File: config.mk
export PLATFORM = sky130hd
export DESIGN_NAME = bcd_long_division
export DESIGN_NICKNAME = d
export VERILOG_FILES = /design/src/hdl/bld_pkg.sv /design/src/hdl/bld_rem_unit.sv /design/src/hdl/bcd_long_division.sv
export SDC_FILE = /design/constraint.sdc
export NUM_CORES = 1
export LEC_CHECK = 0
export ABC_AREA = 1
export BUFFER_PORTS_ARGS = -buffer_cell sky130_fd_sc_hd__buf_2
export CAP_MARGIN = 15
export CORE_MARGIN = 5
export CORE_UTILIZATION = 27
export CTS_CLUSTER_SIZE = 20
export DETAILED_ROUTE_END_ITERATION = 6
export PLACE_DENSITY_LB_ADDON = 0.12
export SYNTH_ARGS = -nofsm -noshare
export SYNTH_HDL_FRONTEND = slang
export SYNTH_HIERARCHICAL = 1
export SYNTH_SLANG_ARGS = --single-unit
File: constraint.sdc
create_clock -name clk_i -period 6.8 [get_ports clk_i]
set_clock_uncertainty 0.1 [all_clocks]
set_input_delay 0.34 -clock clk_i [delete_from_list [all_inputs] [get_ports clk_i]]
set_output_delay 0.34 -clock clk_i [all_outputs]
set_load 0.03 [all_outputs]
File: src/hdl/bld_pkg.sv
// Package for the decimal long divider: sizes, digit type, status codes,
// state and remainder-unit control types. No dependencies.
`default_nettype none

package bld_pkg;

  localparam int MAX_DIGITS  = 30;
  localparam int QUOT_DIGITS = 30;
  localparam int NPOS        = MAX_DIGITS + 1;
  localparam int LEN_W       = $clog2(MAX_DIGITS + 1);
  localparam int AIDX_W      = $clog2(MAX_DIGITS);
  localparam int DCNT_W      = $clog2(QUOT_DIGITS);
  localparam int EXP_W       = 18;

  localparam logic signed [EXP_W-1:0] EXP_LIMIT = 18'sd99999;

  typedef logic [3:0] digit_t;

  localparam digit_t DIGIT_MAX  = 4'd9;
  localparam digit_t DIGIT_BASE = 4'd10;

  localparam logic CMD_DIVIDEND = 1'b0;
  localparam logic CMD_DIVISOR  = 1'b1;

  typedef enum logic [2:0] {
    ST_OK            = 3'd0,
    ST_DIV_ZERO      = 3'd1,
    ST_ZERO_DIVIDEND = 3'd2,
    ST_EXP_RANGE     = 3'd3,
    ST_TOO_LONG      = 3'd4
  } status_e;

  typedef enum logic [3:0] {
    S_IDLE,
    S_CHECK,
    S_CLEAR,
    S_LOAD,
    S_TEST,
    S_ADJUST,
    S_ECHECK,
    S_DIGIT,
    S_PASS,
    S_DECIDE,
    S_EMIT,
    S_STATUS
  } state_e;

  typedef enum logic [2:0] {
    OP_HOLD,
    OP_LOAD_DIV,
    OP_CLEAR,
    OP_BRING,
    OP_ROTATE,
    OP_COMMIT
  } rem_op_e;

  typedef struct packed {
    rem_op_e          op;
    digit_t           digit;
    logic [LEN_W-1:0] top;
    logic             first_pos;
    logic             last_pos;
  } rem_ctrl_t;

endpackage

`default_nettype wire

File: src/hdl/bld_rem_unit.sv
// Remainder unit: divisor, remainder and difference digit shift registers
// with a one-digit serial subtractor. Depends on bld_pkg.
`default_nettype none

module bld_rem_unit import bld_pkg::*; (
  input  wire logic      clk_i,
  input  wire logic      rst_ni,
  input  wire rem_ctrl_t ctrl_i,
  output logic           borrow_o
);

  digit_t r_q  [NPOS];
  digit_t r_d  [NPOS];
  digit_t b_q  [NPOS];
  digit_t b_d  [NPOS];
  digit_t dd_q [NPOS];
  digit_t dd_d [NPOS];
  digit_t r_up [NPOS];
  digit_t b_up [NPOS];
  digit_t dd_up[NPOS];
  digit_t r_dn [NPOS];
  digit_t b_dn [NPOS];

  logic   bor_q, bor_d;
  digit_t bdig;
  digit_t ddig;
  logic   bin;
  logic [4:0] t;

  always_comb begin
    for (int j = 0; j < NPOS - 1; j++) begin
      r_up[j]  = r_q[j+1];
      b_up[j]  = b_q[j+1];
      dd_up[j] = dd_q[j+1];
    end
    r_up[NPOS-1]  = r_q[0];
    b_up[NPOS-1]  = b_q[0];
    dd_up[NPOS-1] = dd_q[0];
    r_dn[0] = ctrl_i.digit;
    b_dn[0] = ctrl_i.digit;
    for (int j = 1; j < NPOS; j++) begin
      r_dn[j] = r_q[j-1];
      b_dn[j] = b_q[j-1];
    end
  end

  always_comb begin
    bdig = ctrl_i.last_pos ? '0 : b_q[0];
    bin  = ctrl_i.first_pos ? 1'b0 : bor_q;
    t    = {1'b0, r_q[0]} - {1'b0, bdig} - {4'b0000, bin};
    ddig = t[4] ? t[3:0] + DIGIT_BASE : t[3:0];
  end

  always_comb begin
    r_d   = r_q;
    b_d   = b_q;
    dd_d  = dd_q;
    bor_d = bor_q;
    case (ctrl_i.op)
      OP_LOAD_DIV: begin
        b_d = b_dn;
      end
      OP_CLEAR: begin
        for (int j = 0; j < NPOS; j++) begin
          r_d[j] = '0;
        end
      end
      OP_BRING: begin
        for (int j = 0; j < NPOS; j++) begin
          if (LEN_W'(j) <= ctrl_i.top) begin
            r_d[j] = r_dn[j];
          end
        end
      end
      OP_ROTATE: begin
        bor_d = t[4];
        for (int j = 0; j < NPOS; j++) begin
          if (LEN_W'(j) == ctrl_i.top) begin
            r_d[j]  = r_q[0];
            b_d[j]  = b_q[0];
            dd_d[j] = ddig;
          end else if (LEN_W'(j) < ctrl_i.top) begin
            r_d[j]  = r_up[j];
            b_d[j]  = b_up[j];
            dd_d[j] = dd_up[j];
          end
        end
      end
      OP_COMMIT: begin
        r_d = dd_q;
      end
      default: begin
      end
    endcase
  end

  always_ff @(posedge clk_i or negedge rst_ni) begin
    if (!rst_ni) begin
      bor_q <= 1'b0;
    end else begin
      bor_q <= bor_d;
    end
  end

  always_ff @(posedge clk_i) begin
    r_q  <= r_d;
    b_q  <= b_d;
    dd_q <= dd_d;
  end

  assign borrow_o = bor_q;

endmodule

`default_nettype wire

File: src/hdl/bcd_long_division.sv
// Top level of the decimal long divider: operand loading, control sequencer
// and output register. Depends on bld_pkg and bld_rem_unit.
//
//  channel | direction | handshake               | payload
//  --------+-----------+-------------------------+------------------------------------
//  in      | request   | in_valid_i / in_ready_o | cmd, digit, final_digit, negative,
//          |           |                         | divisor_exponent
//  out     | result    | out_valid_o/out_ready_i | quotient_digit, result_exponent,
//          |           |                         | result_negative, status, last_digit
//
// Dividend items and non-final divisor items leave the sequencer idle, ready for the next item.
// A final divisor item starts the division: checks, remainder load and alignment, then per
// quotient digit q a run of q + 1 trial subtractions (q for a nine); each trial subtraction is one
// digit-serial pass over LB + 1 digit positions through the remainder unit, LB being the divisor length.
// Reset clears lengths, flags and handshake state; digit stores need no clearing.
// A stalled output holds the sequencer at its next result; input is taken in idle only.
`default_nettype none

module bcd_long_division import bld_pkg::*; (
  input  wire logic                    clk_i,
  input  wire logic                    rst_ni,
  input  wire logic                    in_valid_i,
  output logic                         in_ready_o,
  input  wire logic                    cmd_i,
  input  wire logic [3:0]              digit_i,
  input  wire logic                    final_digit_i,
  input  wire logic                    negative_i,
  input  wire logic signed [EXP_W-1:0] divisor_exponent_i,
  output logic                         out_valid_o,
  input  wire logic                    out_ready_i,
  output logic [3:0]                   quotient_digit_o,
  output logic signed [EXP_W-1:0]      result_exponent_o,
  output logic                         result_negative_o,
  output logic [2:0]                   status_o,
  output logic                         last_digit_o
);

  state_e state_q, state_d;

  logic [LEN_W-1:0]  la_q, la_d;
  logic [LEN_W-1:0]  lb_q, lb_d;
  logic [LEN_W-1:0]  cnt_q, cnt_d;
  logic [DCNT_W-1:0] dcnt_q, dcnt_d;
  logic              tl_q, tl_d;
  logic              dsign_q, dsign_d;
  logic              nsign_q, nsign_d;
  logic signed [EXP_W-1:0] p_q, p_d;
  logic signed [EXP_W-1:0] e_q, e_d;
  digit_t            q_q, q_d;
  status_e           stat_q, stat_d;

  digit_t a_q [MAX_DIGITS];
  digit_t a_d [MAX_DIGITS];
  digit_t a_up[MAX_DIGITS];

  logic                    out_valid_q, out_valid_d;
  digit_t                  out_digit_q, out_digit_d;
  logic signed [EXP_W-1:0] out_exp_q, out_exp_d;
  logic                    out_neg_q, out_neg_d;
  status_e                 out_stat_q, out_stat_d;
  logic                    out_last_q, out_last_d;

  rem_ctrl_t ctrl;
  logic      borrow;
  logic      out_free;
  digit_t    dc;
  digit_t    fetch;
  logic      consume;
  logic signed [EXP_W-1:0] lae, lbe;

  function automatic logic exp_bad(input logic signed [EXP_W-1:0] x);
    return (x > EXP_LIMIT) || (x < -EXP_LIMIT);
  endfunction

  bld_rem_unit u_rem (
    .clk_i    (clk_i),
    .rst_ni   (rst_ni),
    .ctrl_i   (ctrl),
    .borrow_o (borrow)
  );

  always_comb begin
    for (int j = 0; j < MAX_DIGITS - 1; j++) begin
      a_up[j] = a_q[j+1];
    end
    a_up[MAX_DIGITS-1] = a_q[MAX_DIGITS-1];
  end

  assign in_ready_o = (state_q == S_IDLE);
  assign out_free   = !out_valid_q || out_ready_i;
  assign dc         = (digit_i > DIGIT_MAX) ? DIGIT_MAX : digit_i;
  assign fetch      = (la_q != '0) ? a_q[0] : '0;
  assign lae        = $signed({{(EXP_W-LEN_W){1'b0}}, la_q});
  assign lbe        = $signed({{(EXP_W-LEN_W){1'b0}}, lb_q});

  always_comb begin
    state_d     = state_q;
    la_d        = la_q;
    lb_d        = lb_q;
    cnt_d       = cnt_q;
    dcnt_d      = dcnt_q;
    tl_d        = tl_q;
    dsign_d     = dsign_q;
    nsign_d     = nsign_q;
    p_d         = p_q;
    e_d         = e_q;
    q_d         = q_q;
    stat_d      = stat_q;
    a_d         = a_q;
    consume     = 1'b0;
    out_valid_d = out_valid_q && !out_ready_i;
    out_digit_d = out_digit_q;
    out_exp_d   = out_exp_q;
    out_neg_d   = out_neg_q;
    out_stat_d  = out_stat_q;
    out_last_d  = out_last_q;
    ctrl.op        = OP_HOLD;
    ctrl.digit     = fetch;
    ctrl.top       = lb_q;
    ctrl.first_pos = (cnt_q == '0);
    ctrl.last_pos  = (cnt_q == lb_q);

    unique case (state_q)
      S_IDLE: begin
        if (in_valid_i) begin
          if (cmd_i == CMD_DIVIDEND) begin
            if (la_q != '0 || dc != '0) begin
              if (la_q >= LEN_W'(MAX_DIGITS)) begin
                tl_d = 1'b1;
              end else begin
                a_d[la_q[AIDX_W-1:0]] = dc;
                la_d = la_q + LEN_W'(1);
              end
            end
            if (final_digit_i) begin
              dsign_d = negative_i;
            end
          end else begin
            if (lb_q != '0 || dc != '0) begin
              if (lb_q >= LEN_W'(MAX_DIGITS)) begin
                tl_d = 1'b1;
              end else begin
                ctrl.op    = OP_LOAD_DIV;
                ctrl.digit = dc;
                lb_d       = lb_q + LEN_W'(1);
              end
            end
            if (final_digit_i) begin
              p_d     = divisor_exponent_i;
              nsign_d = negative_i;
              state_d = S_CHECK;
            end
          end
        end
      end
      S_CHECK: begin
        if (tl_q) begin
          stat_d  = ST_TOO_LONG;
          state_d = S_STATUS;
        end else if (exp_bad(p_q)) begin
          stat_d  = ST_EXP_RANGE;
          state_d = S_STATUS;
        end else if (lb_q == '0) begin
          stat_d  = ST_DIV_ZERO;
          state_d = S_STATUS;
        end else if (la_q == '0) begin
          stat_d  = ST_ZERO_DIVIDEND;
          state_d = S_STATUS;
        end else begin
          state_d = S_CLEAR;
        end
      end
      S_CLEAR: begin
        ctrl.op = OP_CLEAR;
        e_d     = lae - lbe + EXP_W'(1) - p_q;
        cnt_d   = '0;
        state_d = S_LOAD;
      end
      S_LOAD: begin
        ctrl.op = OP_BRING;
        consume = 1'b1;
        if (cnt_q == lb_q - LEN_W'(1)) begin
          cnt_d   = '0;
          state_d = S_TEST;
        end else begin
          cnt_d = cnt_q + LEN_W'(1);
        end
      end
      S_TEST: begin
        ctrl.op = OP_ROTATE;
        if (cnt_q == lb_q) begin
          cnt_d   = '0;
          state_d = S_ADJUST;
        end else begin
          cnt_d = cnt_q + LEN_W'(1);
        end
      end
      S_ADJUST: begin
        if (borrow) begin
          ctrl.op = OP_BRING;
          consume = 1'b1;
          e_d     = e_q - EXP_W'(1);
        end
        state_d = S_ECHECK;
      end
      S_ECHECK: begin
        if (exp_bad(e_q)) begin
          stat_d  = ST_EXP_RANGE;
          state_d = S_STATUS;
        end else begin
          q_d     = '0;
          dcnt_d  = '0;
          state_d = S_DIGIT;
        end
      end
      S_DIGIT: begin
        cnt_d = '0;
        if (q_q == DIGIT_MAX) begin
          state_d = S_EMIT;
        end else begin
          state_d = S_PASS;
        end
      end
      S_PASS: begin
        ctrl.op = OP_ROTATE;
        if (cnt_q == lb_q) begin
          state_d = S_DECIDE;
        end else begin
          cnt_d = cnt_q + LEN_W'(1);
        end
      end
      S_DECIDE: begin
        if (!borrow) begin
          ctrl.op = OP_COMMIT;
          q_d     = q_q + 4'd1;
          state_d = S_DIGIT;
        end else begin
          state_d = S_EMIT;
        end
      end
      S_EMIT: begin
        if (out_free) begin
          out_valid_d = 1'b1;
          out_digit_d = q_q;
          out_exp_d   = e_q;
          out_neg_d   = dsign_q ^ nsign_q;
          out_stat_d  = ST_OK;
          out_last_d  = (dcnt_q == DCNT_W'(QUOT_DIGITS - 1));
          if (dcnt_q == DCNT_W'(QUOT_DIGITS - 1)) begin
            la_d    = '0;
            lb_d    = '0;
            dsign_d = 1'b0;
            tl_d    = 1'b0;
            state_d = S_IDLE;
          end else begin
            ctrl.op = OP_BRING;
            consume = 1'b1;
            dcnt_d  = dcnt_q + DCNT_W'(1);
            q_d     = '0;
            state_d = S_DIGIT;
          end
        end
      end
      S_STATUS: begin
        if (out_free) begin
          out_valid_d = 1'b1;
          out_digit_d = '0;
          out_exp_d   = '0;
          out_neg_d   = 1'b0;
          out_stat_d  = stat_q;
          out_last_d  = 1'b1;
          la_d        = '0;
          lb_d        = '0;
          dsign_d     = 1'b0;
          tl_d        = 1'b0;
          state_d     = S_IDLE;
        end
      end
      default: begin
        state_d = S_IDLE;
      end
    endcase

    if (consume && la_q != '0) begin
      a_d  = a_up;
      la_d = la_q - LEN_W'(1);
    end
  end

  always_ff @(posedge clk_i or negedge rst_ni) begin
    if (!rst_ni) begin
      state_q     <= S_IDLE;
      la_q        <= '0;
      lb_q        <= '0;
      cnt_q       <= '0;
      dcnt_q      <= '0;
      tl_q        <= 1'b0;
      dsign_q     <= 1'b0;
      out_valid_q <= 1'b0;
    end else begin
      state_q     <= state_d;
      la_q        <= la_d;
      lb_q        <= lb_d;
      cnt_q       <= cnt_d;
      dcnt_q      <= dcnt_d;
      tl_q        <= tl_d;
      dsign_q     <= dsign_d;
      out_valid_q <= out_valid_d;
    end
  end

  always_ff @(posedge clk_i) begin
    a_q         <= a_d;
    nsign_q     <= nsign_d;
    p_q         <= p_d;
    e_q         <= e_d;
    q_q         <= q_d;
    stat_q      <= stat_d;
    out_digit_q <= out_digit_d;
    out_exp_q   <= out_exp_d;
    out_neg_q   <= out_neg_d;
    out_stat_q  <= out_stat_d;
    out_last_q  <= out_last_d;
  end

  assign out_valid_o       = out_valid_q;
  assign quotient_digit_o  = out_digit_q;
  assign result_exponent_o = out_exp_q;
  assign result_negative_o = out_neg_q;
  assign status_o          = out_stat_q;
  assign last_digit_o      = out_last_q;

endmodule

`default_nettype wire

=== Word-level counts from Yosys, hierarchy flattened ===
Cells that the tools add are included.
Widths: inputs -> output; s select.

* $add $sub $neg: 14
* Order comparisons: 71
* Equality and inequality tests: 145
* Mux-type cells: 328
* Bitwise logic cells: 5
* Reductions and logical operators: 171

{| class="wikitable"
|+ Operators with widths
! cell !! number
|-
| $mux 4 || 242
|-
| $mux 120 || 6
|-
| $pmux 124 s4 || 1
|-
| $pmux 124 s2 || 1
|-
| $reduce_and 2->1 || 63
|-
| $bwmux 120 || 1
|-
| $mux 5 || 22
|-
| $ne 3x1->1 const B || 33
|-
| $reduce_and 3->1 || 33
|-
| $ne 2x1->1 const B || 40
|-
| $reduce_bool 2->1 || 39
|-
| $eq 5x5->1 const A || 15
|-
| $le 5x5->1 const A || 15
|-
| $lt 5x5->1 const A || 15
|-
| $pmux 18 s2 || 2
|-
| $mux 18 || 3
|-
| $pmux 4 s12 || 1
|-
| $eq 4x5->1 const A || 8
|-
| $le 4x5->1 const A || 8
|-
| $lt 4x5->1 const A || 8
|-
| $gt 18x18->1 const B || 2
|-
| $lt 18x18->1 const B || 2
|-
| $pmux 5 s3 || 2
|-
| $mux 3 || 9
|-
| other kinds (65) || 163
|}

* Register bits after elaboration: 591
* Input port bits: 29
* Output and inout port bits: 29
* Logic and storage cells: 876

=== Depth between registers and ports, before layout ===
* Word-level depth: 12
* Mapped depth: 20
* Gate-level depth less buffers: 19

=== Cells and area by module ===
Netlist, hierarchy kept.

{| class="wikitable"
|+ By module, submodules not included
! module !! times used !! cells an instance !! area each (um^2) !! seq. area each (um^2)
|-
| bld_rem_unit || 1 || 2342 || 20430.8 || 11195.7
|-
| bcd_long_division || 1 || 1345 || 12117.9 || 6411.1
|}

=== Worst setup path before layout ===
Ideal clock, no wire load.

* Path kind: register -> register
* Start: register lb_q[2]
* End: register u_rem/dd_q[118] in the netlist's numbering (data pin)
* Setup time: 0.254 ns
* Data arrival time: 3.101 ns
* Data required time: 6.446 ns
* Slack: 3.345 ns
* Cell stages (with the launch flop): 16
* Path buffers: 3
* Clock period less this slack: 3.455 ns
* Cells stage by stage: dfrtp_1 > clkbuf_1 > xnor2_1 > nand3_1 > nor2_1 > nor2_1 > fa_1 > fa_1 > xor2_1 > inv_1 > ha_1 > or2_1 > clkbuf_1 > buf_2 > nand3_1 > nand2_1

{| class="wikitable"
|+ RTL lines
! element !! RTL line !! source
|-
| start, declared || bcd_long_division.sv:41 || <nowiki>logic [LEN_W-1:0] lb_q, lb_d;</nowiki>
|-
| start signal, assigned || bcd_long_division.sv:303 || <nowiki>lb_q <= lb_d;</nowiki>
|-
| end signal, assigned || bld_rem_unit.sv:108 || <nowiki>dd_q <= dd_d;</nowiki>
|-
| end, declared || bld_rem_unit.sv:16 || <nowiki>digit_t dd_q [NPOS];</nowiki>
|}

==> impl_metrics.csv <==
group,metric,value,unit
synth,ys_warn_count,6,
finish,stdcell_count,5340,
power_and_ir_drop,pwr_density_cell,553,nW/um2
finish,antenna_cells,0,
worst_hold_path,worstHoldEndpoint,"a_q[116]",
outcome,status,"finished clean",
timing,tightest_slew,1.06,ns
timing,whs,0.0879,ns
synth,synth_edf_count,563,
synth,post-synth-top-count-cell,"nand2_1",
floorplanning,design.die.area,128000,um2
synth,syn_avg_cell_area,8.83,um2
worst_setup_path,required,6.99,ns
floorplanning,initial_core_util,27.2,%
finish,syn_to_final_growth,13.0,%
synth,ys_ff_latch,591,
worst_setup_path,critPathArrivalTime,5.64,ns
clock_tree,post_cts_buffers,0,
synth,synth_ff_type,"edfxtp_1",
placement,port_buffers,57,
global_routing,grt_use_met3,2.32,%
power_and_ir_drop,ir_worst_vdd,0.000895,V
worst_setup_path,r2r_slack,1.34,ns
floorplanning,coreArea,120000,um2
synth,seq_area_frac_synth,54.1,%
finish,fillers,12800,
finish,nets,3764,
timing,final_max_slew_viol_count,0,
routing,ant_nets,0,
routing,firstDrtPassIters,5,
clock_tree,cts.clk_slew.worst_paths,0.06,ns
clock_tree,cts_max_path_buffers,3,
synth,synthTopCellsByCount,"nand2_1 (892), edfxtp_1 (563), inv_1 (413)",
global_routing,met1_usage,22.6,%
floorplanning,num_rows,127,
worst_setup_path,r2r_cells,11,
synth,async_flop_share,4.74,%
worst_setup_path,crit_fanout,19,
timing,fmax,183,MHz
placement,placed_cells,5182,
timing,hold_viol_final,0,
routing,drc,0,
global_routing,track_usage,16.3,%
worst_setup_path,start_kind,"flip-flop",
power_and_ir_drop,power.leakage,14.3,nW
worst_setup_path,rr_startpoint,"lb_q[1]",
routing,drt_iter0_markers,1668,
placement,gp_congestion,0.781,
clock_tree,cts_root_buf,"clkbuf_16",
timing,tns,0,ns
timing,setup_viol,0,
synth,netlist_instances,3687,
worst_hold_path,min_from,"cmd_i",
routing,vias,25500,
synth,yosysUniqueCellTypes,55,
timing,maxSlewHeadroom,29.4,%
synth,netlist_area,32500,um2
worst_setup_path,critPathKind,"flip-flop to flip-flop",
global_routing,grt_start_max_net_pins,81,
floorplanning,ioPinCount,58,
clock_tree,clk_latency,0.66,ns
global_routing,grt_pass1_wl,161000,um
worst_hold_path,whs_path_depth,4,
timing,post-route-min-period,5.46,ns
global_routing,grt_pass1_vias,25900,
routing,wl_per_cell,19.7,um
synth,synth_fp_nets,3781,
synth,yosys.area.top_type,"edfxtp_1",
routing,via_per_inst,4.77,
floorplanning,die_x,357,um
routing,wl,105000,um
job,max_cap_violations,0,
synth,netlist.area_leader.share,51.9,%
finish,drive_gt1_share,8.02,%
synth,ys_top_cells_by_area,"edfxtp_1 (52%), nand2_1 (10%), o21ai_0 (5.4%)",
placement,hpwl,71600,um
worst_setup_path,reg2reg_to,"u_rem/r_dn[67]",
worst_hold_path,hp-class,"input port to flip-flop",
floorplanning,die_h,357,um
clock_tree,cts_tree,"yes",
global_routing,use_met2,27.0,%
clock_tree,cts.htree.levels,3,
global_routing,antenna_found_initial,0,
timing,fin_ws,1.34,ns
worst_setup_path,end_kind,"flip-flop",
placement,preCtsSetupSlack,1.30,ns
clock_tree,clkSinkCount,591,
global_routing,grt_overflow,0,
clock_tree,cts_buffers,75,
timing,rsz0062_at_grt,"false",
global_routing,grt-busiest-layer,"met2",
timing,min_period_over_period,80.3,%
==> area by class of cell <==
cell class | count | area [um2] | share of cell area [%]
Sequential cell | 591 | 17600 | 47.9
Multi-Input combinational cell | 2441 | 12200 | 33.2
Tap cell | 1612 | 2020 | 5.48
Clock buffer | 85 | 1920 | 5.23
Inverter | 442 | 1670 | 4.55
Timing Repair Buffer | 119 | 808 | 2.20
Clock inverter | 50 | 548 | 1.49
==> stage by stage <==
stage	area (um2)	total power, W	utilization [%]
2_1_floorplan	32500	0.0128	-
3_3_place_gp	34100	0.0164	28.4
3_5_place_dp	34100	0.0164	28.4
4_1_cts	36800	0.0206	30.7
5_1_grt	36800	0.0218	30.7
6_report	36800	0.0203	30.7
==> registers in the layout, indices dropped and copies added, names as in the netlist, 5 cells and up <==
name	cells
u_rem/dd_q	124
a_q	120
u_rem/b_dn	120
u_rem/r_dn	120
e_q	18
p_q	18
result_exponent_o	18
cnt_q	5
dcnt_q	5
la_q	5
lb_q	5
==> what timing repair did <==
action,4_1_cts,5_1_grt
hold endpoints to repair,51,0
hold buffers,23,0
resized for setup,0,0
setup endpoints to repair,0,0
==> cells in the final DEF (no fill, tap or decap), drive strengths merged, types with 13 or more instances in the layout <==
| cell | synthesis | final |
|---|---|---|
| o22ai | 13 | 13 |
| o211ai | 72 | 72 |
| ha | 61 | 61 |
| edfxtp | 563 | 563 |
| inv | 439 | 441 |
| nand3 | 250 | 250 |
| o21ai | 537 | 537 |
| dfrtp | 28 | 28 |
| o221ai | 25 | 25 |
| nor3 | 17 | 17 |
| clkbuf | 97 | 85 |
| xor2 | 20 | 20 |
| clkinv | 3 | 39 |
| nand2 | 914 | 914 |
| nand4 | 16 | 16 |
| nor2 | 238 | 238 |
| buf | 116 | 96 |
| dlygate4sd3 | 0 | 23 |
| a21oi | 204 | 204 |
| xnor2 | 14 | 14 |
==> per-layer routing <==
metal | vias to the layer above | wire length, um | share of wire [%]
li1 | 12500 | - | -
met4 | 0 | 1920 | 1.8
met1 | 12400 | 50000 | 47
met3 | 122 | 4150 | 3.9
met2 | 484 | 49200 | 47
met5 | - | 0 | 0
==> worst max path at each step <==
stage	startpoint	end	slack (ns)	depth (start not counted)
floorplan	lb_q[2]	u_rem/dd_q[118]	3.35	15
global placement	lb_q[4]	u_rem/r_dn[64]	1.39	12
detailed placement	lb_q[1]	u_rem/r_dn[64]	1.30	11
CTS	lb_q[1]	u_rem/r_dn[67]	1.27	11
global route	lb_q[1]	u_rem/r_dn[64]	1.01	11
finish	lb_q[1]	u_rem/r_dn[67]	1.34	11
==> critical path, stage by stage (launching register included) <==
cell and delay, ns:
dfrtp_1 0.64, inv_1 0.36, ha_1 0.20, nand3_1 0.16
or2_2 0.33, nand3_1 0.32, nand4_1 0.42, nor3_4 0.43
nor2_1 0.09, nand2_1 0.71, inv_1 0.66, o21ai_0 0.63
==> power breakdown <==
part / leakage, nW / internal [W] / switching [W]
Sequential: 5.62 / 0.00612 / 0.000571
Combinational: 7.52 / 0.00226 / 0.00728
Clock: 1.20 / 0.00239 / 0.00170
==> logic make-up (layout without fill, tap and decap cells) <==
kind of cell	Yosys count	after routing	share of synthesized area [%]
DFF	591	591	54.1
buffers and inverters	655	696	8.49
and+or+nand+nor	1451	1451	19.0
xor gates and xnor gates	34	34	0.915
AOI/OAI and AO/OA	890	890	14.9
muxes	1	1	0.0308
adders and majority gates	65	65	2.59
Power figures use the tool's default switching activity.
